[config.mk]
export PLATFORM = sky130hd
export DESIGN_NAME = lru_tile_tag_cache_top
export DESIGN_NICKNAME = d
export VERILOG_FILES = /design/src/ltc_pkg.sv /design/src/ltc_tag_ram.sv /design/src/ltc_scan.sv /design/src/lru_tile_tag_cache_top.sv
export SDC_FILE = /design/constraint.sdc
export NUM_CORES = 2
export LEC_CHECK = 0
export BUFFER_PORTS_ARGS = -buffer_cell sky130_fd_sc_hd__buf_2
export CAP_MARGIN = 20
export CORE_MARGIN = 2
export CORE_UTILIZATION = 50
export DETAILED_ROUTE_END_ITERATION = 6
export GPL_ROUTABILITY_DRIVEN = 0
export PLACE_DENSITY_LB_ADDON = 0.05
export SLEW_MARGIN = 20
export SYNTH_ARGS = -nofsm -noshare
export SYNTH_HDL_FRONTEND = slang
export SYNTH_SLANG_ARGS = --single-unit
[constraint.sdc]
create_clock -name aclk -period 13.2 [get_ports aclk]
set_input_delay 0.66 -clock aclk [delete_from_list [all_inputs] [get_ports aclk]]
set_output_delay 0.66 -clock aclk [all_outputs]
set_load 0.03 [all_outputs]
[src/ltc_pkg.sv]
// shared types, constants and action/status codes for the lru tile tag cache
// no dependencies; imported by every module of the block
package ltc_pkg;

    // slot store geometry
    localparam int SLOTS    = 16;
    localparam int SLOT_W   = $clog2(SLOTS);
    localparam int CNT_W    = $clog2(SLOTS + 1);
    localparam int CAP_W    = 5;
    localparam int ACT_W    = 3;
    localparam int STATUS_W = 2;
    localparam int STAMP_W  = 32;

    // stream payload widths
    localparam int S_DATA_W = 160;
    localparam int M_DATA_W = 16;
    localparam int M_PAD_W  = M_DATA_W - SLOT_W - CNT_W;

    // action codes
    localparam logic [ACT_W-1:0] ACT_PEEK         = 3'd0;
    localparam logic [ACT_W-1:0] ACT_GET          = 3'd1;
    localparam logic [ACT_W-1:0] ACT_PUT          = 3'd2;
    localparam logic [ACT_W-1:0] ACT_DROP_DOMAIN  = 3'd3;
    localparam logic [ACT_W-1:0] ACT_DROP_VERSION = 3'd4;
    localparam logic [ACT_W-1:0] ACT_DROP_ALL     = 3'd5;

    // status codes
    localparam logic [STATUS_W-1:0] ST_OK   = 2'd0;
    localparam logic [STATUS_W-1:0] ST_MISS = 2'd1;
    localparam logic [STATUS_W-1:0] ST_FULL = 2'd2;

    typedef struct packed {
        logic [31:0] domain;
        logic [63:0] tile;
        logic [31:0] resolution;
        logic [31:0] version;
    } key_t;

    // one word of the tag memory
    typedef struct packed {
        key_t               key;
        logic [STAMP_W-1:0] last_use;
        logic [STAMP_W-1:0] insert_rank;
    } entry_t;

    // controller to scan unit
    typedef struct packed {
        logic              start;
        logic              beat;
        logic [SLOT_W-1:0] idx;
        logic              entry_valid;
        logic [ACT_W-1:0]  action;
        logic [CAP_W-1:0]  capacity;
    } scan_ctrl_t;

    // scan unit to controller, held until the next start
    typedef struct packed {
        logic               found;
        logic [SLOT_W-1:0]  match_idx;
        logic [STAMP_W-1:0] match_rank;
        logic               free_found;
        logic [SLOT_W-1:0]  free_idx;
        logic               best_any;
        logic [SLOT_W-1:0]  best_idx;
        logic [STAMP_W-1:0] best_use;
        logic [STAMP_W-1:0] best_rank;
    } scan_res_t;

endpackage

[src/ltc_tag_ram.sv]
// simple dual port tag memory: one write and one registered read per cycle
// depends on ltc_pkg for the entry type and depth
module ltc_tag_ram (
    input  logic                      aclk,
    input  logic                      we,
    input  logic [ltc_pkg::SLOT_W-1:0] waddr,
    input  ltc_pkg::entry_t           wdata,
    input  logic                      re,
    input  logic [ltc_pkg::SLOT_W-1:0] raddr,
    output ltc_pkg::entry_t           rdata
);
    import ltc_pkg::*;

    entry_t mem [SLOTS];

    // write port
    always_ff @(posedge aclk) begin
        if (we) begin
            mem[waddr] <= wdata;
        end
    end

    // read port, registered
    always_ff @(posedge aclk) begin
        if (re) begin
            rdata <= mem[raddr];
        end
    end

endmodule

[src/ltc_scan.sv]
// scan unit: compares each entry read back from the tag memory with the key
// tracks first match, first free slot and lru candidate; flags drop hits
// depends on ltc_pkg
module ltc_scan (
    input  logic                 aclk,
    input  logic                 aresetn,
    input  ltc_pkg::scan_ctrl_t  ctrl,
    input  ltc_pkg::key_t        key,
    input  ltc_pkg::entry_t      rd_entry,
    output ltc_pkg::scan_res_t   res,
    output logic                 drop_hit
);
    import ltc_pkg::*;

    scan_res_t res_reg;
    scan_res_t res_next;
    logic      enabled;
    logic      key_eq;
    logic      older;

    // slot lies below the enabled capacity
    assign enabled = ctrl.beat && (CAP_W'(ctrl.idx) < ctrl.capacity);
    assign key_eq  = (rd_entry.key == key);

    // least recently used, oldest insert breaking ties
    assign older = !res_reg.best_any
                || (rd_entry.last_use < res_reg.best_use)
                || ((rd_entry.last_use == res_reg.best_use)
                    && (rd_entry.insert_rank < res_reg.best_rank));

    // drop decision for the entry on the read port, every slot counts
    always_comb begin
        drop_hit = 1'b0;
        if (ctrl.beat && ctrl.entry_valid) begin
            case (ctrl.action)
                ACT_DROP_DOMAIN:  drop_hit = (rd_entry.key.domain == key.domain);
                ACT_DROP_VERSION: drop_hit = (rd_entry.key.version == key.version);
                default:          drop_hit = 1'b0;
            endcase
        end
    end

    // accumulate the lookup results over the scan
    always_comb begin
        res_next = res_reg;
        if (ctrl.start) begin
            res_next.found      = 1'b0;
            res_next.free_found = 1'b0;
            res_next.best_any   = 1'b0;
        end else if (enabled) begin
            if (ctrl.entry_valid && key_eq && !res_reg.found) begin
                res_next.found      = 1'b1;
                res_next.match_idx  = ctrl.idx;
                res_next.match_rank = rd_entry.insert_rank;
            end
            if (!ctrl.entry_valid && !res_reg.free_found) begin
                res_next.free_found = 1'b1;
                res_next.free_idx   = ctrl.idx;
            end
            if (ctrl.entry_valid && older) begin
                res_next.best_any  = 1'b1;
                res_next.best_idx  = ctrl.idx;
                res_next.best_use  = rd_entry.last_use;
                res_next.best_rank = rd_entry.insert_rank;
            end
        end
    end

    always_ff @(posedge aclk) begin
        if (!aresetn) begin
            res_reg.found      <= 1'b0;
            res_reg.free_found <= 1'b0;
            res_reg.best_any   <= 1'b0;
        end else begin
            res_reg <= res_next;
        end
    end

    assign res = res_reg;

endmodule

[src/lru_tile_tag_cache_top.sv]
// lru tile tag cache: peek, get, put and the domain/version drops walk the tag memory,
// one read per slot (SCAN), then DRAIN for the last read data, then the update in
// FINISH; drop-all and unused actions go straight from IDLE to FINISH. FINISH waits
// for a free output register. a new item is taken only in IDLE, after the last result
// is loaded; the single read port of the tag memory walking all slots sets the scan length.
// reset (aresetn low, synchronous) clears valid bits, counters, capacity and the
// output register; the tag memory itself is not cleared and needs no clearing pass.
module lru_tile_tag_cache_top (
    input  logic                          aclk,
    input  logic                          aresetn,
    // configuration: capacity_in_use
    input  logic                          cfg_we,
    input  logic [ltc_pkg::CAP_W-1:0]     cfg_wdata,
    // input stream
    input  logic                          s_tvalid,
    output logic                          s_tready,
    // domain_key, tile_key, resolution_key, version_key
    input  logic [ltc_pkg::S_DATA_W-1:0]  s_tdata,
    // action
    input  logic [ltc_pkg::ACT_W-1:0]     s_tuser,
    // result stream
    output logic                          m_tvalid,
    input  logic                          m_tready,
    // slot, live_count, zero padding
    output logic [ltc_pkg::M_DATA_W-1:0]  m_tdata,
    // status
    output logic [ltc_pkg::STATUS_W-1:0]  m_tuser
);
    import ltc_pkg::*;

    typedef enum logic [1:0] {
        IDLE,
        SCAN,
        DRAIN,
        FINISH
    } state_t;

    state_t              state_reg,      state_next;
    logic [CAP_W-1:0]    cap_reg,        cap_next;
    logic [ACT_W-1:0]    act_reg,        act_next;
    key_t                key_reg,        key_next;
    logic [SLOT_W-1:0]   addr_reg,       addr_next;
    logic                beat_reg,       beat_next;
    logic [SLOT_W-1:0]   beat_idx_reg,   beat_idx_next;
    logic [SLOTS-1:0]    valid_reg,      valid_next;
    logic [CNT_W-1:0]    count_reg,      count_next;
    logic [STAMP_W-1:0]  use_stamp_reg,  use_stamp_next;
    logic [STAMP_W-1:0]  ins_stamp_reg,  ins_stamp_next;
    logic                m_valid_reg,    m_valid_next;
    logic [STATUS_W-1:0] m_status_reg,   m_status_next;
    logic [SLOT_W-1:0]   m_slot_reg,     m_slot_next;
    logic [CNT_W-1:0]    m_count_reg,    m_count_next;

    logic                in_xfer;
    logic                out_free;
    logic                ram_we;
    logic [SLOT_W-1:0]   ram_waddr;
    entry_t              ram_wdata;
    logic                ram_re;
    entry_t              ram_rdata;
    scan_ctrl_t          scan_ctrl;
    scan_res_t           scan_res;
    logic                drop_hit;
    key_t                in_key;
    logic                take_free;
    logic                target_any;
    logic [SLOT_W-1:0]   target;
    logic [STAMP_W-1:0]  kept_rank;

    // unpack the input transfer
    assign in_key.domain     = s_tdata[31:0];
    assign in_key.tile       = s_tdata[95:32];
    assign in_key.resolution = s_tdata[127:96];
    assign in_key.version    = s_tdata[159:128];

    assign s_tready  = (state_reg == IDLE);
    assign in_xfer   = s_tvalid && s_tready;
    assign out_free  = !m_valid_reg || m_tready;

    // tag memory read walks the slots during the scan
    assign ram_re = (state_reg == SCAN);

    ltc_tag_ram u_tag_ram (
        .aclk  (aclk),
        .we    (ram_we),
        .waddr (ram_waddr),
        .wdata (ram_wdata),
        .re    (ram_re),
        .raddr (addr_reg),
        .rdata (ram_rdata)
    );

    // scan unit sees each entry in the cycle after its read
    assign scan_ctrl.start       = in_xfer;
    assign scan_ctrl.beat        = beat_reg;
    assign scan_ctrl.idx         = beat_idx_reg;
    assign scan_ctrl.entry_valid = valid_reg[beat_idx_reg];
    assign scan_ctrl.action      = act_reg;
    assign scan_ctrl.capacity    = cap_reg;

    ltc_scan u_scan (
        .aclk     (aclk),
        .aresetn  (aresetn),
        .ctrl     (scan_ctrl),
        .key      (key_reg),
        .rd_entry (ram_rdata),
        .res      (scan_res),
        .drop_hit (drop_hit)
    );

    // put target: matching entry, else lowest free slot, else lru entry
    assign take_free  = !scan_res.found && scan_res.free_found;
    assign target_any = scan_res.found || scan_res.free_found || scan_res.best_any;
    assign target     = scan_res.found      ? scan_res.match_idx :
                        scan_res.free_found ? scan_res.free_idx  : scan_res.best_idx;
    assign kept_rank  = scan_res.found ? scan_res.match_rank : scan_res.best_rank;

    // sequencer and update of the cache state
    always_comb begin
        state_next     = state_reg;
        cap_next       = cfg_we ? cfg_wdata : cap_reg;
        act_next       = act_reg;
        key_next       = key_reg;
        addr_next      = addr_reg;
        beat_next      = 1'b0;
        beat_idx_next  = addr_reg;
        valid_next     = valid_reg;
        count_next     = count_reg;
        use_stamp_next = use_stamp_reg;
        ins_stamp_next = ins_stamp_reg;
        m_valid_next   = m_valid_reg && !m_tready;
        m_status_next  = m_status_reg;
        m_slot_next    = m_slot_reg;
        m_count_next   = m_count_reg;
        ram_we         = 1'b0;
        ram_waddr      = target;
        ram_wdata.key         = key_reg;
        ram_wdata.last_use    = use_stamp_reg + STAMP_W'(1);
        ram_wdata.insert_rank = kept_rank;

        case (state_reg)
            IDLE: begin
                addr_next = '0;
                if (in_xfer) begin
                    act_next = s_tuser;
                    key_next = in_key;
                    case (s_tuser)
                        ACT_PEEK, ACT_GET, ACT_PUT,
                        ACT_DROP_DOMAIN, ACT_DROP_VERSION: state_next = SCAN;
                        default:                           state_next = FINISH;
                    endcase
                end
            end
            SCAN: begin
                beat_next = 1'b1;
                addr_next = addr_reg + SLOT_W'(1);
                if (addr_reg == SLOT_W'(SLOTS - 1)) begin
                    state_next = DRAIN;
                end
            end
            DRAIN: begin
                state_next = FINISH;
            end
            FINISH: begin
                if (out_free) begin
                    state_next    = IDLE;
                    m_valid_next  = 1'b1;
                    m_status_next = ST_OK;
                    m_slot_next   = '0;
                    case (act_reg)
                        ACT_PEEK, ACT_GET: begin
                            if (scan_res.found) begin
                                m_slot_next = scan_res.match_idx;
                                if (act_reg == ACT_GET) begin
                                    ram_we         = 1'b1;
                                    use_stamp_next = use_stamp_reg + STAMP_W'(1);
                                end
                            end else begin
                                m_status_next = ST_MISS;
                            end
                        end
                        ACT_PUT: begin
                            if (target_any) begin
                                ram_we         = 1'b1;
                                use_stamp_next = use_stamp_reg + STAMP_W'(1);
                                m_slot_next    = target;
                                if (take_free) begin
                                    ram_wdata.insert_rank = ins_stamp_reg;
                                    ins_stamp_next        = ins_stamp_reg + STAMP_W'(1);
                                    valid_next[target]    = 1'b1;
                                    count_next            = count_reg + CNT_W'(1);
                                end
                            end else begin
                                m_status_next = ST_FULL;
                            end
                        end
                        ACT_DROP_ALL: begin
                            valid_next = '0;
                            count_next = '0;
                        end
                        default: begin
                        end
                    endcase
                    m_count_next = count_next;
                end
            end
            default: begin
                state_next = IDLE;
            end
        endcase

        // drops clear the entry as it goes past
        if (drop_hit) begin
            valid_next[beat_idx_reg] = 1'b0;
            if (count_reg != '0) begin
                count_next = count_reg - CNT_W'(1);
            end
        end
    end

    always_ff @(posedge aclk) begin
        if (!aresetn) begin
            state_reg     <= IDLE;
            cap_reg       <= '0;
            beat_reg      <= 1'b0;
            valid_reg     <= '0;
            count_reg     <= '0;
            use_stamp_reg <= '0;
            ins_stamp_reg <= '0;
            m_valid_reg   <= 1'b0;
        end else begin
            state_reg     <= state_next;
            cap_reg       <= cap_next;
            beat_reg      <= beat_next;
            valid_reg     <= valid_next;
            count_reg     <= count_next;
            use_stamp_reg <= use_stamp_next;
            ins_stamp_reg <= ins_stamp_next;
            m_valid_reg   <= m_valid_next;
        end
        act_reg      <= act_next;
        key_reg      <= key_next;
        addr_reg     <= addr_next;
        beat_idx_reg <= beat_idx_next;
        m_status_reg <= m_status_next;
        m_slot_reg   <= m_slot_next;
        m_count_reg  <= m_count_next;
    end

    // result transfer
    assign m_tvalid = m_valid_reg;
    assign m_tuser  = m_status_reg;
    assign m_tdata  = {{M_PAD_W{1'b0}}, m_count_reg, m_slot_reg};

    // live count tracks the valid bits
    a_count_matches: assert property (@(posedge aclk) disable iff (!aresetn)
        count_reg == CNT_W'($countones(valid_reg)))
        else $error("live count differs from number of valid slots");

    // no write back while a scan read is in flight
    a_no_rw_overlap: assert property (@(posedge aclk) disable iff (!aresetn)
        ram_we |-> !ram_re && !beat_reg)
        else $error("tag memory written during scan");

    // one item at a time
    a_single_item: assert property (@(posedge aclk) disable iff (!aresetn)
        in_xfer |=> !s_tready)
        else $error("input taken while an item is in progress");

    // status code stays within its defined set
    a_status_code: assert property (@(posedge aclk) disable iff (!aresetn)
        m_tvalid |-> (m_tuser == ST_OK || m_tuser == ST_MISS || m_tuser == ST_FULL))
        else $error("undefined status code on result");

endmodule
==> impl_metrics.csv <==
group,metric,value,unit
global_route,overflow,0,
clocking,worst_setup_hold_path_clk_slew,0.06,ns
clocking,root_buffer,"clkbuf_16",
clocking,clock-sinks,4195,
drt,drt-wirelength-per-cell,30.0,um
sta,fin_skew,0.0522,ns
floorplanning,ios,193,
yosys,synthSimpleGateAreaFrac,2.09,%
cells_and_area,stdcell_count,13700,
yosys,syn_area_per_cell,19.1,um^2
yosys,synth.largest_area_cell,"edfxtp_1",
place,place_hpwl,206000,um
sta,finalSetupTns,0,ns
min_path,hold_depth,1,
yosys,ys_seq_elements,4195,
power,ir_drop,175,uV
drt,dr.pass1.iters,6,
clocking,cts_max_level,5,
worst_setup_path,reg2regPathDepth,8,
floorplanning,core,321000,um^2
worst_setup_path,crit_path_start_kind,"flop",
run,cap_violations,0,
worst_setup_path,rrSetupSlack,7.41,ns
yosys,muxShareOfSynthArea,12.3,%
sta,period_needed,5.79,ns
floorplanning,num_rows,208,
cells_and_area,drive_gt1_share,18.5,%
worst_setup_path,endpoint_kind,"flop",
place,placedCellCount,12700,
global_route,track_usage,24.9,%
yosys,ys_async_sr_fraction,0,%
cells_and_area,finalNetCount,9250,
clocking,clk-insertion-delay-late,0.98,ns
worst_setup_path,r2r-end,"u_tag_ram.mem[11][137]",
drt,final_antenna_net_count,0,
global_route,gr-usage-met3,2.60,%
clocking,cts_tree,"built",
yosys,synth_edf_count,4094,
yosys,synth_fa_ha_area_share,0.581,%
floorplanning,die_x,572,um
sta,period_share,43.9,%
power,powerDensity,195,nW/um^2
sta,setup_viol,0,
cells_and_area,fillers,24100,
clocking,clk_path_buf_depth,4,
sta,slew_headroom,23.6,%
drt,drt_wl_total,410000,um
status,status,"finished clean",
yosys,synth_xor_area_share,1.10,%
global_route,use_met2,40.5,%
worst_setup_path,required,13.78,ns
worst_setup_path,crit_fanout,44,
yosys,synthTopCellsByArea,"edfxtp_1 76%, mux4_2 6.3%, mux2i_1 4.4%",
yosys,synth_sequential_area_ratio,77.4,%
yosys,synth.most_common_cell,"edfxtp_1",
global_route,grt_pass1_vias,82900,
floorplanning,fp.dieH,572,um
sta,slew_violations,0,
global_route,grt_util_met1,36.7,%
place,port-buffer-count,185,
floorplanning,die_area,328000,um^2
min_path,whs_endpoint,"key_reg[141]",
yosys,ys_top_cells_by_count,"4094 x edfxtp_1, 717 x mux2i_1, 534 x o21ai_0",
cells_and_area,largest_register_ff_count,3584,
worst_setup_path,r2r_start,"state_reg[0]",
drt,via_per_inst,6.01,
worst_setup_path,crit_type,"reg2reg",
global_route,grt_busiest_layer,"met2",
sta,hold_viol,0,
drt,drtIter0Drc,7757,
min_path,hold_path.startpoint,"s_tdata[13]",
yosys,yosys.cell_types.count,70,
worst_setup_path,crit_arrival,6.37,ns
floorplanning,start_util,50.3,%
global_route,antenna_found_initial,18,
yosys,synth_cells,8446,
clocking,cts_buffers,432,
worst_setup_path,cp_cell_sequence,"ha_1, nand2_1, inv_2, and3_1, nand2_1, nor2_4, buf_4, buf_4",
clocking,post_cts_buffers,0,
yosys,synthFlopType,"edfxtp_1",
worst_setup_path,crit_slowest_cell,"nor2_4",
worst_setup_path,cp_num_buf_inv,3,
sta,worstMarginPinSlew,1.15,ns
yosys,yosysWarnings,0,
worst_setup_path,slowest_delay,0.96,ns
worst_setup_path,cp_top_family,"simple AND/OR/NAND/NOR gates",
power,p_leak,58.5,nW
global_route,grt_pass1_wl,589000,um
yosys,synth_top_family_by_area,"multiplexers",
min_path,hp-class,"in2reg",
global_route,grt_max_degree,148,
yosys,syn_area,162000,um^2
yosys,synth_compound_gate_area_share,5.21,%
sta,clock.fmax,0.173,GHz
drt,drc_errors,0,
drt,vias,82300,
cells_and_area,syn_to_final_growth,14.0,%
sta,rsz0062_at_grt,"false",
yosys,synth_top_area_share,76.1,%
## report_power, final
part | leakage [nW] | internal (mW) | total (mW) | switching, mW
combinational | 14.6 | 2.82 | 7.18 | 4.36
clock | 6.83 | 7.05 | 12.1 | 5.05
sequential | 37.1 | 15.8 | 16.6 | 0.800
## worst reg2reg max path: cells and delay by family, from the launching register on
kind / cells / cell delay, ns
flip-flops: 1 / 0.44
buffers and inverters: 3 / 2.12
AND/OR/NAND/NOR: 4 / 2.52
adder cells (fa/ha/maj): 1 / 0.27
## worst max path at each step
stage,startpoint,end,cells after the start
global placement,m_tready,u_tag_ram.mem[10][181],9
floorplan,m_tready,u_tag_ram.mem[0][0],8
finish,state_reg[0],u_tag_ram.mem[11][137],8
global route,state_reg[0],u_tag_ram.mem[11][113],8
CTS,state_reg[0],u_tag_ram.mem[10][132],8
detailed placement,m_tready,u_tag_ram.mem[10][111],9
## kinds of logic (layout without fill, tap and decap cells)
kind of cell | count (synthesis) | after routing
multiplexers | 1396 | 1396
flip-flops | 4195 | 4195
buffers and inverters | 542 | 1456
adder cells (fa/ha/maj) | 75 | 75
AO/OA/AOI/OAI | 1342 | 1342
other | 1 | 15
AND/OR/NAND/NOR | 693 | 693
XOR/XNOR | 202 | 202
## cells in the final DEF, fill, tap and decap left out, drive strengths merged, types with 74 or more instances in the layout
master	synthesis	routed
a21oi	247	247
a221oi	228	228
a22oi	224	224
buf	143	374
clkbuf	281	529
clkinv	0	191
dfxtp	101	101
dlygate4sd3	0	166
edfxtp	4094	4094
ha	75	75
inv	118	132
mux2	226	226
mux2i	717	717
mux4	453	453
nand2	369	369
o21ai	534	534
xnor2	128	128
xor2	74	74
## per-layer routing
metal,share of wire [%],routed length (um),vias to the layer above
met1,44,182000,44000
met5,0,0,-
li1,-,-,35400
met2,48,198000,2368
met4,2.0,8160,0
met3,5.2,21200,496
## layout make-up
type / instances / area (um^2) / share of cell area (%)
inverter: 118 / 443 / 0.241
timing repair buffer: 540 / 4470 / 2.43
antenna: 8 / 20.0 / 0.0109
multi-input combinational: 3715 / 34800 / 18.9
clock inverter: 269 / 2690 / 1.46
tap: 4305 / 5390 / 2.93
sequential: 4195 / 125000 / 67.9
clock buffer: 529 / 11300 / 6.14
## repair_timing
| action | in CTS | in global routing |
|---|---|---|
| hold buffers | 166 | 0 |
| setup endpoints to repair | 0 | 0 |
| endpoints found under the hold margin | 166 | 0 |
| resized for setup | 0 | 0 |
## stage by stage
stage | instance area [um^2] | util (%) | power, mW | worst slack [ns] | hold slack [ns]
floorplan | 162000 | - | 21.5 | 0.946 | 0.346
global route | 184000 | 57.3 | 37.3 | 7.12 | 0.0413
detailed placement | 168000 | 52.4 | 24.1 | 7.05 | 0.444
finish | 184000 | 57.3 | 35.9 | 7.41 | 0.0869
global placement | 168000 | 52.4 | 24.0 | 7.13 | 0.443
CTS | 184000 | 57.3 | 36.2 | 7.31 | 0.00243
Note: power is estimated with default switching activity, not from simulation.
